<file path="src/design/byte_ring_buffer_defines.svh">
// assertion macros used by the byte ring buffer back end
`ifndef BYTE_RING_BUFFER_DEFINES_SVH
`define BYTE_RING_BUFFER_DEFINES_SVH

// invariant checked at every rising clock edge outside reset
`define BRB_CHECK(label, cond, msg) \
  label: assert property (@(posedge clk) disable iff (rst) (cond)) else $error(msg);

// implication checked at every rising clock edge outside reset
`define BRB_IMPLY(label, ante, cons, msg) \
  label: assert property (@(posedge clk) disable iff (rst) (ante) |-> (cons)) else $error(msg);

`endif

</file>
<file path="src/design/brb_pkg.sv">
// shared types and constants for the byte ring buffer
package brb_pkg;

  localparam int OP_W       = 3;
  localparam int DATA_W     = 8;
  localparam int LEN_W      = 7;
  localparam int USED_W     = 12;
  localparam int SIZE_W     = 13;
  localparam int SIZE_RESET = 4096;
  localparam int QUEUE_DEPTH = 2;

  localparam logic [OP_W-1:0] OP_WRITE   = 3'd0;
  localparam logic [OP_W-1:0] OP_READ    = 3'd1;
  localparam logic [OP_W-1:0] OP_PEEK    = 3'd2;
  localparam logic [OP_W-1:0] OP_DISCARD = 3'd3;
  localparam logic [OP_W-1:0] OP_CLEAR   = 3'd4;

  typedef enum logic [2:0] {
    K_WRITE,
    K_READ,
    K_PEEK,
    K_DISCARD,
    K_CLEAR,
    K_NOP
  } kind_t;

  typedef struct packed {
    kind_t               kind;
    logic [DATA_W-1:0]   data;
    logic [LEN_W-1:0]    len;
  } cmd_t;

endpackage

</file>
<file path="src/design/brb_cmd_if.sv">
// command channel carrying one operation item
interface brb_cmd_if;
  logic                       valid;
  logic                       ready;
  logic [brb_pkg::OP_W-1:0]   op;
  logic [brb_pkg::DATA_W-1:0] data;
  logic [brb_pkg::LEN_W-1:0]  length;

  modport source (output valid, output op, output data, output length, input ready);
  modport sink   (input valid, input op, input data, input length, output ready);
endinterface

</file>
<file path="src/design/brb_front.sv">
// front end: accepts command items, decodes the op and clamps the burst length
module brb_front #(
  parameter int MAX_BURST = 64
) (
  brb_cmd_if.sink         cmd,
  input  logic            full,
  output logic            push,
  output brb_pkg::cmd_t   push_cmd
);

  localparam int LW = brb_pkg::LEN_W;

  assign cmd.ready = !full;
  assign push      = cmd.valid && !full;

  always_comb begin
    push_cmd.data = cmd.data;
    push_cmd.len  = (cmd.length > LW'(MAX_BURST)) ? LW'(MAX_BURST) : cmd.length;
    unique case (cmd.op)
      brb_pkg::OP_WRITE:   push_cmd.kind = brb_pkg::K_WRITE;
      brb_pkg::OP_READ:    push_cmd.kind = brb_pkg::K_READ;
      brb_pkg::OP_PEEK:    push_cmd.kind = brb_pkg::K_PEEK;
      brb_pkg::OP_DISCARD: push_cmd.kind = brb_pkg::K_DISCARD;
      brb_pkg::OP_CLEAR:   push_cmd.kind = brb_pkg::K_CLEAR;
      default:             push_cmd.kind = brb_pkg::K_NOP;
    endcase
  end

endmodule

</file>
<file path="src/flat_wrapper.sv">
// flat-port wrapper written by rule: the top's interface ports become plain ports
module brb_front_flat 
#(
  parameter int MAX_BURST = 64
)
  (full, push, push_cmd, cmd_valid, cmd_op, cmd_data, cmd_length, cmd_ready);
  brb_cmd_if cmd_i ();
  input  logic full;
  output logic push;
  output brb_pkg::cmd_t push_cmd;
  input wire logic [$bits(cmd_i.valid)-1:0] cmd_valid;
  input wire logic [$bits(cmd_i.op)-1:0] cmd_op;
  input wire logic [$bits(cmd_i.data)-1:0] cmd_data;
  input wire logic [$bits(cmd_i.length)-1:0] cmd_length;
  output wire logic [$bits(cmd_i.ready)-1:0] cmd_ready;
  assign cmd_i.valid = cmd_valid;
  assign cmd_i.op = cmd_op;
  assign cmd_i.data = cmd_data;
  assign cmd_i.length = cmd_length;
  assign cmd_ready = cmd_i.ready;
  brb_front #(.MAX_BURST(MAX_BURST)) u_core (.cmd(cmd_i), .full(full), .push(push), .push_cmd(push_cmd));
endmodule
</file>
<file path="config.mk">
export PLATFORM = sky130hd
export DESIGN_NAME = brb_front_flat
export DESIGN_NICKNAME = d
export VERILOG_FILES = /design/src/design/byte_ring_buffer_defines.svh /design/src/design/brb_pkg.sv /design/src/design/brb_cmd_if.sv /design/src/design/brb_front.sv /design/src/flat_wrapper.sv
export SDC_FILE = /design/constraint.sdc
export NUM_CORES = 1
export LEC_CHECK = 0
export BUFFER_PORTS_ARGS = -buffer_cell sky130_fd_sc_hd__buf_2
export CAP_MARGIN = 20
export CORE_AREA = 2 2 39 41
export DETAILED_ROUTE_END_ITERATION = 10
export DIE_AREA = 0 0 41 43
export PLACE_DENSITY = 0.55
export SYNTH_ARGS = -nofsm -noshare
export SYNTH_HDL_FRONTEND = slang
export SYNTH_SLANG_ARGS = --single-unit
</file>
<file path="constraint.sdc">
create_clock -name vclk -period 0.8
set_clock_uncertainty 0.1 [all_clocks]
set_input_delay 0.08 -clock vclk [all_inputs]
set_output_delay 0.08 -clock vclk [all_outputs]
set_load 0.005 [all_outputs]
</file>
Word-level counts from Yosys, hierarchy flattened:

Index checks and enable logic that the tools add are counted.

* magnitude comparators: 1
* equal/unequal tests: 4
* muxes and demuxes: 2
* reduce and logical (&&, ||, !) cells: 3

Operators by type and width (number)
* 3-bit case mux with 5 select lines: 1
* 7-bit > comparator, second input constant: 1
* 7-bit two-way mux: 1
* 3-bit by 2-bit == test with 1-bit output, second input constant: 2
* 3-bit by 1-bit == test with 1-bit output, second input constant: 1
* 3-bit == test, second input constant: 1
* 3-bit logical NOT: 1
* 1-bit logical AND: 1
* 1-bit logical NOT: 1

* register bits: 0

Depth between registers and ports, before layout:

* word-level depth: 2
* mapped depth: 1

Least setup slack after synthesis:

No wires, ideal clock.

* path kind: input-to-output
* start: in cmd_op[2]
* end: out push_cmd[15] (netlist bit)
* data arrival time: 0.244 ns
* data required time: 0.620 ns
* setup slack: 0.376 ns
* cell stages on the path: 1
* path buffers: 0
* cells stage by stage: a21o_1

* cells in the longest elaborated chain, start to end: 2

RTL lines
* from (decl): line flat_wrapper.sv:12 `input wire logic [$bits(cmd_i.op)-1:0] cmd_op;`
* 3-bit == test (tied with other cells): line brb_front.sv:19 `unique case (cmd.op)`
* 3-bit case mux with 5 select lines (*): line brb_front.sv:19
* to (decl): line flat_wrapper.sv:10 `output brb_pkg::cmd_t push_cmd;`

Every way passes the cells marked *; elsewhere a longest branch is shown, timed or not.

==> impl_metrics.toml <==
[status]
outcome = "completed"

[setup_path]
worstSetupPathType = "input port to output port"
end_kind = "output port"
start_kind = "input port"
crit_end = "push_cmd[15]"
critical_path.startpoint = "cmd_op[2]"
critPathMaxFanout = 3
cp.arrival_ns = 0.47
required_ns = 0.62
critPathSlowestCell = "a21o_1"
slowest_delay_ns = 0.16
critPathMostFrequentCell = "buf_2"
critical_path.cell_chain = "buf_2 > a21o_1 > buf_2"

[cells_and_area]
nNetsFinal = 56
layout_common_cells = "buf_2, nor2b_1, a21o_1, inv_1"
final_common_cell = "buf_2"
syn2layout_area_growth_pct = 56.3
num-fill-cells = 154
num_antenna_cells = 0
regArea_um2 = 0
final_layout_size_suffix_gt1_share_pct = 70.6
fin_area_um2 = 201
seq_cells = 0
clock_buffers = 0

[synthesis]
muxShareOfSynthArea_pct = 0
syn_nets = 40
synth_top_family_by_area = "buffers and inverters"
ys_top_cells_by_area = "buf_4, nor2b_1, a21o_1, clkbuf_1, inv_1"
synth_xor_area_share_pct = 0
post-synth-top-area-fraction_pct = 46.6
synth_cells = 20
synth_compound_area_share_pct = 5.83
yosysUniqueCellTypes = 5
synth-warning-count = 0
post-synth-top-area-cell = "buf_4"
synth.avg_cell_area_um2 = 6.44
synth_fa_ha_area_share_pct = 0
yosysSeqAreaShare_pct = 0
synth_simple_gate_area_share_pct = 38.8
syn_area_um2 = 129

[floorplanning]
ios = 40
die_width_um = 41
num_rows = 14
initial_core_util_pct = 9.31
die_area_um2 = 1760
core_area_um2 = 1380
die_h_um = 43

[global_routing]
top_usage_layer = "met2"
grt_usage_pct = 2.50
first_global_vias = 103
use_met2_pct = 6.25
grt_pass1_wl_um = 331
grt_max_degree = 8
grt_util_met3_pct = 1.57
grt_remaining_overflow = 0
grt_util_met1_pct = 0.316
antenna_found_initial = 0

[detailed_routing]
drt_iter0_drc = 0
routed_wl_um = 307
drt_pass1_iterations = 1
drc = 0
postRouteAntennaNets = 0
vias_per_cell = 3.38
detail_route.wl_per_cell_um = 6.14
vias = 169

[sta]
rsz0062_at_grt = "false"
fin_crit_ns = 0.649
slew_headroom_pct = 92.8
tightest_slew_ns = 0.108
tns_ns = 0
setup_viol = 0
slew_violations = 0
hold_violations = 0
fin_ws_ns = 0.151
max_clock_freq_mhz = 1540
fin_crit_sh_pct = 81.2

[hold_path]
hold_path.class = "input port to output port"
hold_depth = 0

[place]
globalplace.congestion = 0.568
dp_slack_ns = 0.150
numPortBuffers = 24
postPlaceCellArea_um2 = 201

[clocking]
ctsHoldBuffers = 0
post_cts_resized = 0
post-cts-setup-buffers = 0

[power_and_ir_drop]
power_density_nw_per_um2 = 418
ir_worst_vdd_mv = 0.0752
p_leak_nw = 0.129
finalPower_uw = 84.2

[flow_run]
max_cap_viol_count = 0
through the flow:
step	utilization (%)	hold WS [ns]	instances
2_1_floorplan	-	0.0865	20
3_3_place_gp	14.6	0.0600	50
3_5_place_dp	14.6	0.0600	50
4_1_cts	14.6	0.0600	50
5_1_grt	14.6	0.0600	50
6_report	14.6	0.0600	50
cell families after synthesis:
| group | after synthesis |
|---|---|
| simple gates | 8 |
| buf+inv | 11 |
| compound gates | 1 |
area by class of cell:
cell class / count / area (um2) / area share, %
inverters: 1 / 3.75 / 1.86
multi-input cells: 9 / 57.6 / 28.6
repair buffers: 24 / 120 / 59.6
well taps: 16 / 20.0 / 9.94
cell usage after synthesis (all sizes together):
cell type	count
a21o	1
inv	1
clkbuf	2
buf	8
nor2b	8
critical path, delay by kind of cell:
| family | cells | cell delay [ns] |
|---|---|---|
| compound gates | 1 | 0.16 |
| buf+inv | 2 | 0.23 |
power breakdown:
part	total [mW]	switching (mW)	internal (mW)
combinational	0.0842	0.0312	0.0530
sequential	0	0	0
clock	0	0	0
total	0.0842	0.0312	0.0530
worst min-delay path by stage:
stage | from | end | slack, ns
after floorplan | full | cmd_ready | 0.09
after global placement | cmd_data[4] | push_cmd[11] | 0.06
after detailed placement | cmd_data[4] | push_cmd[11] | 0.06
after CTS | cmd_data[4] | push_cmd[11] | 0.06
after global routing | cmd_data[5] | push_cmd[12] | 0.06
final | cmd_data[5] | push_cmd[12] | 0.06
routing by layer:
| metal | part of all wire, % | vias up |
|---|---|---|
| li1 | - | 78 |
| met1 | 21 | 61 |
| met2 | 44 | 28 |
| met3 | 34 | 2 |
| met4 | 1.3 | 0 |
| met5 | 0 | - |
No activity file was read; power rests on OpenSTA's default activity.
