### src/design/byte_ring_buffer_defines.svh
// assertion macros used by the byte ring buffer back end
`ifndef BYTE_RING_BUFFER_DEFINES_SVH
`define BYTE_RING_BUFFER_DEFINES_SVH

// invariant checked at every rising clock edge outside reset
`define BRB_CHECK(label, cond, msg) \
  label: assert property (@(posedge clk) disable iff (rst) (cond)) else $error(msg);

// implication checked at every rising clock edge outside reset
`define BRB_IMPLY(label, ante, cons, msg) \
  label: assert property (@(posedge clk) disable iff (rst) (ante) |-> (cons)) else $error(msg);

`endif

### src/design/brb_pkg.sv
// shared types and constants for the byte ring buffer
package brb_pkg;

  localparam int OP_W       = 3;
  localparam int DATA_W     = 8;
  localparam int LEN_W      = 7;
  localparam int USED_W     = 12;
  localparam int SIZE_W     = 13;
  localparam int SIZE_RESET = 4096;
  localparam int QUEUE_DEPTH = 2;

  localparam logic [OP_W-1:0] OP_WRITE   = 3'd0;
  localparam logic [OP_W-1:0] OP_READ    = 3'd1;
  localparam logic [OP_W-1:0] OP_PEEK    = 3'd2;
  localparam logic [OP_W-1:0] OP_DISCARD = 3'd3;
  localparam logic [OP_W-1:0] OP_CLEAR   = 3'd4;

  typedef enum logic [2:0] {
    K_WRITE,
    K_READ,
    K_PEEK,
    K_DISCARD,
    K_CLEAR,
    K_NOP
  } kind_t;

  typedef struct packed {
    kind_t               kind;
    logic [DATA_W-1:0]   data;
    logic [LEN_W-1:0]    len;
  } cmd_t;

endpackage

### src/design/brb_queue.sv
// short command queue between the front end and the back end
module brb_queue (
  input  logic          clk,
  input  logic          rst,
  input  logic          push,
  input  brb_pkg::cmd_t push_cmd,
  output logic          full,
  input  logic          pop,
  output logic          valid,
  output brb_pkg::cmd_t pop_cmd
);

  localparam int DEPTH = brb_pkg::QUEUE_DEPTH;
  localparam int IW    = (DEPTH > 1) ? $clog2(DEPTH) : 1;
  localparam int CW    = $clog2(DEPTH + 1);

  brb_pkg::cmd_t entries [DEPTH];
  logic [IW-1:0] wptr;
  logic [IW-1:0] rptr;
  logic [CW-1:0] count;
  logic          do_push;
  logic          do_pop;

  assign full    = (count == CW'(DEPTH));
  assign valid   = (count != '0);
  assign pop_cmd = entries[rptr];
  assign do_push = push && !full;
  assign do_pop  = pop && valid;

  always_ff @(posedge clk) begin
    if (do_push) begin
      entries[wptr] <= push_cmd;
    end
    if (rst) begin
      wptr  <= '0;
      rptr  <= '0;
      count <= '0;
    end else begin
      if (do_push) begin
        wptr <= (wptr == IW'(DEPTH - 1)) ? '0 : wptr + IW'(1);
      end
      if (do_pop) begin
        rptr <= (rptr == IW'(DEPTH - 1)) ? '0 : rptr + IW'(1);
      end
      if (do_push && !do_pop) begin
        count <= count + CW'(1);
      end else if (do_pop && !do_push) begin
        count <= count - CW'(1);
      end
    end
  end

endmodule

### config.mk
export PLATFORM = sky130hd
export DESIGN_NAME = brb_queue
export DESIGN_NICKNAME = d
export VERILOG_FILES = /design/src/design/byte_ring_buffer_defines.svh /design/src/design/brb_pkg.sv /design/src/design/brb_queue.sv
export SDC_FILE = /design/constraint.sdc
export NUM_CORES = 1
export LEC_CHECK = 0
export BUFFER_PORTS_ARGS = -buffer_cell sky130_fd_sc_hd__buf_2
export CAP_MARGIN = 20
export CORE_MARGIN = 2
export CORE_UTILIZATION = 26
export CTS_BUF_LIST = sky130_fd_sc_hd__clkbuf_8
export DETAILED_ROUTE_END_ITERATION = 10
export SLEW_MARGIN = 5
export SYNTH_ARGS = -nofsm -noshare
export SYNTH_HDL_FRONTEND = slang
export SYNTH_SLANG_ARGS = --single-unit
### constraint.sdc
create_clock -name clk -period 2.33 [get_ports clk]
set_clock_uncertainty 0.1 [all_clocks]
set_input_delay 0.233 -clock clk [delete_from_list [all_inputs] [get_ports clk]]
set_output_delay 0.233 -clock clk [all_outputs]
set_load 0.02 [all_outputs]
After elaboration in Yosys (flattened, before gate mapping) --
Memories as Yosys holds them, arrays and structs flattened. A register that Yosys moved wholly into a read port is not among the register bits. Index checks and enable logic that the tools add are counted.
Operators by class: equal/unequal tests 1, add/subtract/negate cells 4, reduce and logical (&&, ||, !) cells 9, mux-type cells 8
Operator list (count):
- $mux 1 | 6
- $logic_and 1x1->1 | 4
- $mux 2 | 2
- $reduce_bool 2->1 | 2
- $logic_not 1->1 | 3
- $add 1x1->1 const B | 2
- $add 2x1->2 const B | 1
- $eq 2x2->1 const B | 1
- $sub 2x1->2 const B | 1
Storage, ports and cells: bits in writable memories 36, output and inout bits 20, memories 1, input port bits 22, register bits 4, logic and storage cells 26
Memories:
- entries | words 2, width 18, read ports 1, clocked after Yosys merged registers in 1, write ports 1, line brb_queue.sv:17 | brb_pkg::cmd_t entries [DEPTH];

Depth between registers and ports, before layout --
depth in word-level cells 7, gate-level depth with buffers 6, depth with buffers taken out 6

Least setup slack after synthesis --
No wires, ideal clock.
kind flip-flop to flip-flop, from register count[1], to memory entries[0][0] in the netlist's numbering, enable pin, data required time 1.857 ns, stages on the path, launching flop included 4, path slack 0.642 ns, period minus slack after synthesis 1.688 ns, library setup time 0.373 ns, arrival time 1.216 ns, cells stage by stage dfxtp_1 -> nor2b_2 -> or3_1 -> inv_1
Between the ends: word-level cells in the longest chain between the ends 5
Ends and longest elaborated chain:
- from (decl) | line brb_queue.sv:20 | logic [CW-1:0] count;
- from (signal assigned) | line brb_queue.sv:46 | count <= count + CW'(1);
- from (signal assigned) | line brb_queue.sv:48 | count <= count - CW'(1);
- $eq 2x2->1 | line brb_queue.sv:24 | assign full = (count == CW'(DEPTH));
- via full | line brb_queue.sv:7 | output logic full,
- $logic_not 1->1 | line brb_queue.sv:27 | assign do_push = push && !full;
- $logic_and 1x1->1 | line brb_queue.sv:27
- $mux 1 | line brb_queue.sv:31 | if (do_push) begin
- $mux 1 (not written as such) | line brb_queue.sv:32 | entries[wptr] <= push_cmd;
- to (decl) | line brb_queue.sv:17
The timed path passes the listed nets, and every way through them passes these cells.

==> run_results.csv <==
group,metric,value,unit
status,outcome,"finished, final reports clean",
logic_synthesis,synth_area,0.00152,sq mm
layout,antenna_cells,0,
floorplanning,num_io_pins,42,
clock_network,cts_hold_buf,0,
global_routing,grt_max_degree,19,
timing,hold_violations,0,
setup_path,cp_slowest_stage_delay,380,ps
timing,rsz0062_at_grt,"false",
logic_synthesis,synthCells,81,
global_routing,antenna_found_initial,0,
placed_design,hpwl,1.95,mm
timing,finalMaxSlewViolations,0,
logic_synthesis,async_flop_share,0,
power_and_ir_drop,totalPowerFinal,2.17,mW
timing,slew_headroom,0.747,
layout,drive_gt1_frac,0.541,
floorplanning,fp.dieH,80.4,microns
logic_synthesis,synth_area_per_cell,18.7,sq um
routing,dr.pass1.iters,6,
clock_network,clock_sinks,41,
placed_design,place.gp.congestion,0.569,
clock_network,numCtsBuffers,5,
routing,drcViolationCount,0,
logic_synthesis,yosysMostFrequentCell,"edfxtp_1",
setup_path,rr_endpoint,"count[1]",
clock_network,h-tree-depth,2,
setup_path,endpoint_kind,"primary output",
logic_synthesis,synth_flop_cell,"edfxtp_1",
setup_path,cp_data_required_time,2000,ps
setup_path,path_cells,"buf_4 > mux2_2 > buf_2",
routing,via_count,856,
global_routing,grt_overflow,0,
routing,wire_per_inst,12.5,microns
timing,tightest_slew,376,ps
timing,max_freq,583,MHz
logic_synthesis,synthTopCellsByCount,"edfxtp_1 (36), mux2_2 (18), dfxtp_1 (5), nor2_1 (4)",
setup_path,start_kind,"flip-flop",
floorplanning,die_w,80.4,microns
global_routing,grt_pass1_vias,982,
clock_network,clk_latency,280,ps
worst_hold_path,hp-class,"in2reg",
logic_synthesis,yosys.cell_types.count,15,
power_and_ir_drop,p_leak,0.751,nW
global_routing,grt_usage,0.0897,
layout,register_area,0.00118,sq mm
timing,setup_tns,0,ps
logic_synthesis,ys_seq_elements,41,
routing,vias_per_cell,4.18,
clock_network,cts_tree,"yes",
floorplanning,initial_core_util,0.272,
logic_synthesis,synth-seq-area-share,0.779,
routing,ant_nets,0,
logic_synthesis,yosysWarningCount,0,
timing,period_needed,1720,ps
clock_network,cts_resized,0,
logic_synthesis,syn_nets,104,
timing,finalCritPeriodShare,0.737,
routing,drtIter0Drc,21,
clock_network,clk_pin_slew,80,ps
worst_hold_path,hold_start,"push_cmd[10]",
setup_path,slowest_stage,"mux2_2",
logic_synthesis,synth-edff-count,36,
power_and_ir_drop,ir_drop,0.422,mV
layout,nets,155,
logic_synthesis,synth_area_leader_cell,"edfxtp_1",
clock_network,cts_root_buf,"clkbuf_8",
setup_path,r2r_cells,4,
setup_path,critPathKind,"reg2out",
setup_path,cp_max_fo,18,
floorplanning,die_area,0.00646,sq mm
layout,fillers,551,
logic_synthesis,yosys-top-cells-area,"edfxtp_1 (71%), mux2_2 (13%), dfxtp_1 (6.6%)",
setup_path,arrival,1380,ps
timing,finalSetupViolations,0,
worst_hold_path,hold_path_depth,1,
clock_network,clk_path_buf_depth,2,
power_and_ir_drop,p_per_area,1120,mW/mm^2
layout,syn_to_final_growth,28.1,%
setup_path,r2r_slack,620,ps
job,maxCapViolCount,0,
routing,routed_wl,2.57,mm
floorplanning,num_rows,27,
worst_hold_path,min_to,"entries[0][10]",
setup_path,critical_path_buf_inv_count,2,
setup_path,r2r-start,"count[0]",
setup_path,critPathTopFamily,"buffers and inverters",
placed_design,io_buffers,41,
logic_synthesis,synth_top_area_share,0.713,
floorplanning,core-area,0.00557,sq mm
layout,multi_input_area,315,sq um
clock_network,cts_post_setup_buffers_inserted,0,
global_routing,grt_first_pass_wirelength,4.31,mm
cells by family (layout without fill, tap and decap cells):
group | Yosys count | in the layout | share of synthesized area
flops | 41 | 41 | 0.779
mux | 18 | 18 | 0.134
simple gates | 9 | 9 | 0.0322
compound gates | 5 | 5 | 0.0165
buf+inv | 4 | 56 | 0.0132
xor+xnor | 3 | 3 | 0.0173
fa+ha+maj | 1 | 1 | 0.00825
layout make-up:
| class | instances | share of cell area |
|---|---|---|
| sequential | 41 | 0.608 |
| tap | 72 | 0.0464 |
| clock buffer | 5 | 0.0354 |
| multi-input combinational | 36 | 0.162 |
| inverter | 2 | 0.00386 |
| timing repair buffer | 46 | 0.125 |
| clock inverter | 3 | 0.0193 |
per-layer routing:
| metal | wire length, microns | vias up | global-route usage |
|---|---|---|---|
| li1 | - | 404 | - |
| met1 | 939 | 420 | 0.0886 |
| met2 | 1440 | 28 | 0.163 |
| met3 | 168 | 4 | 0.0360 |
| met4 | 22 | 0 | 0.0407 |
| met5 | 0 | - | 0 |
worst reg2reg max path, delay by kind of cell (launching register included):
family,cells,cell delay [ps]
AND/OR/NAND/NOR,1,360
adder cells (fa/ha/maj),1,330
flip-flops,1,360
AO/OA/AOI/OAI,2,490
worst max path at each step:
stage	cells after the start	end	slack [ps]	from
global placement	4	count[1]	800	count[0]
global route	6	count[1]	520	count[1]
finish	3	pop_cmd[16]	610	flip-flop
floorplan	3	entries[0][0]	640	count[1]
detailed placement	4	count[1]	610	count[0]
CTS	3	pop_cmd[16]	580	flip-flop
stage by stage:
step	area (sq um)	setup WS, ps	instances	utilization	hold slack, ps
after floorplan	1520	642	81	-	202
after global placement	1840	795	197	0.330	321
after detailed placement	1840	607	197	0.330	326
after CTS	1940	583	205	0.349	24.6
after global routing	1940	519	205	0.349	17.6
final	1940	613	205	0.349	34.6
layout by cell type, fill, tap and decap left out:
master / instances
clkinv_1: 1
buf_4: 5
buf_2: 41
o21ai_0: 3
mux2_2: 18
ha_1: 1
dfxtp_1: 5
nor2_1: 4
xor2_1: 3
edfxtp_1: 36
inv_1: 3
nor2b_2: 1
bufinv_16: 1
or2_2: 1
clkbuf_8: 5
a21oi_1: 2
and2_1: 1
or3_1: 2
state kept, by name (all words and copies together), names as in the netlist, named ones only:
name,cells
rptr,1
wptr,1
count,2
entries,36
power breakdown:
group / internal (mW) / switching, mW / leakage (nW)
sequential: 0.928 / 0.0412 / 0.377
combinational: 0.279 / 0.387 / 0.317
clock: 0.312 / 0.220 / 0.0570
total: 1.52 / 0.649 / 0.751
(Power assumes the default switching activity.)
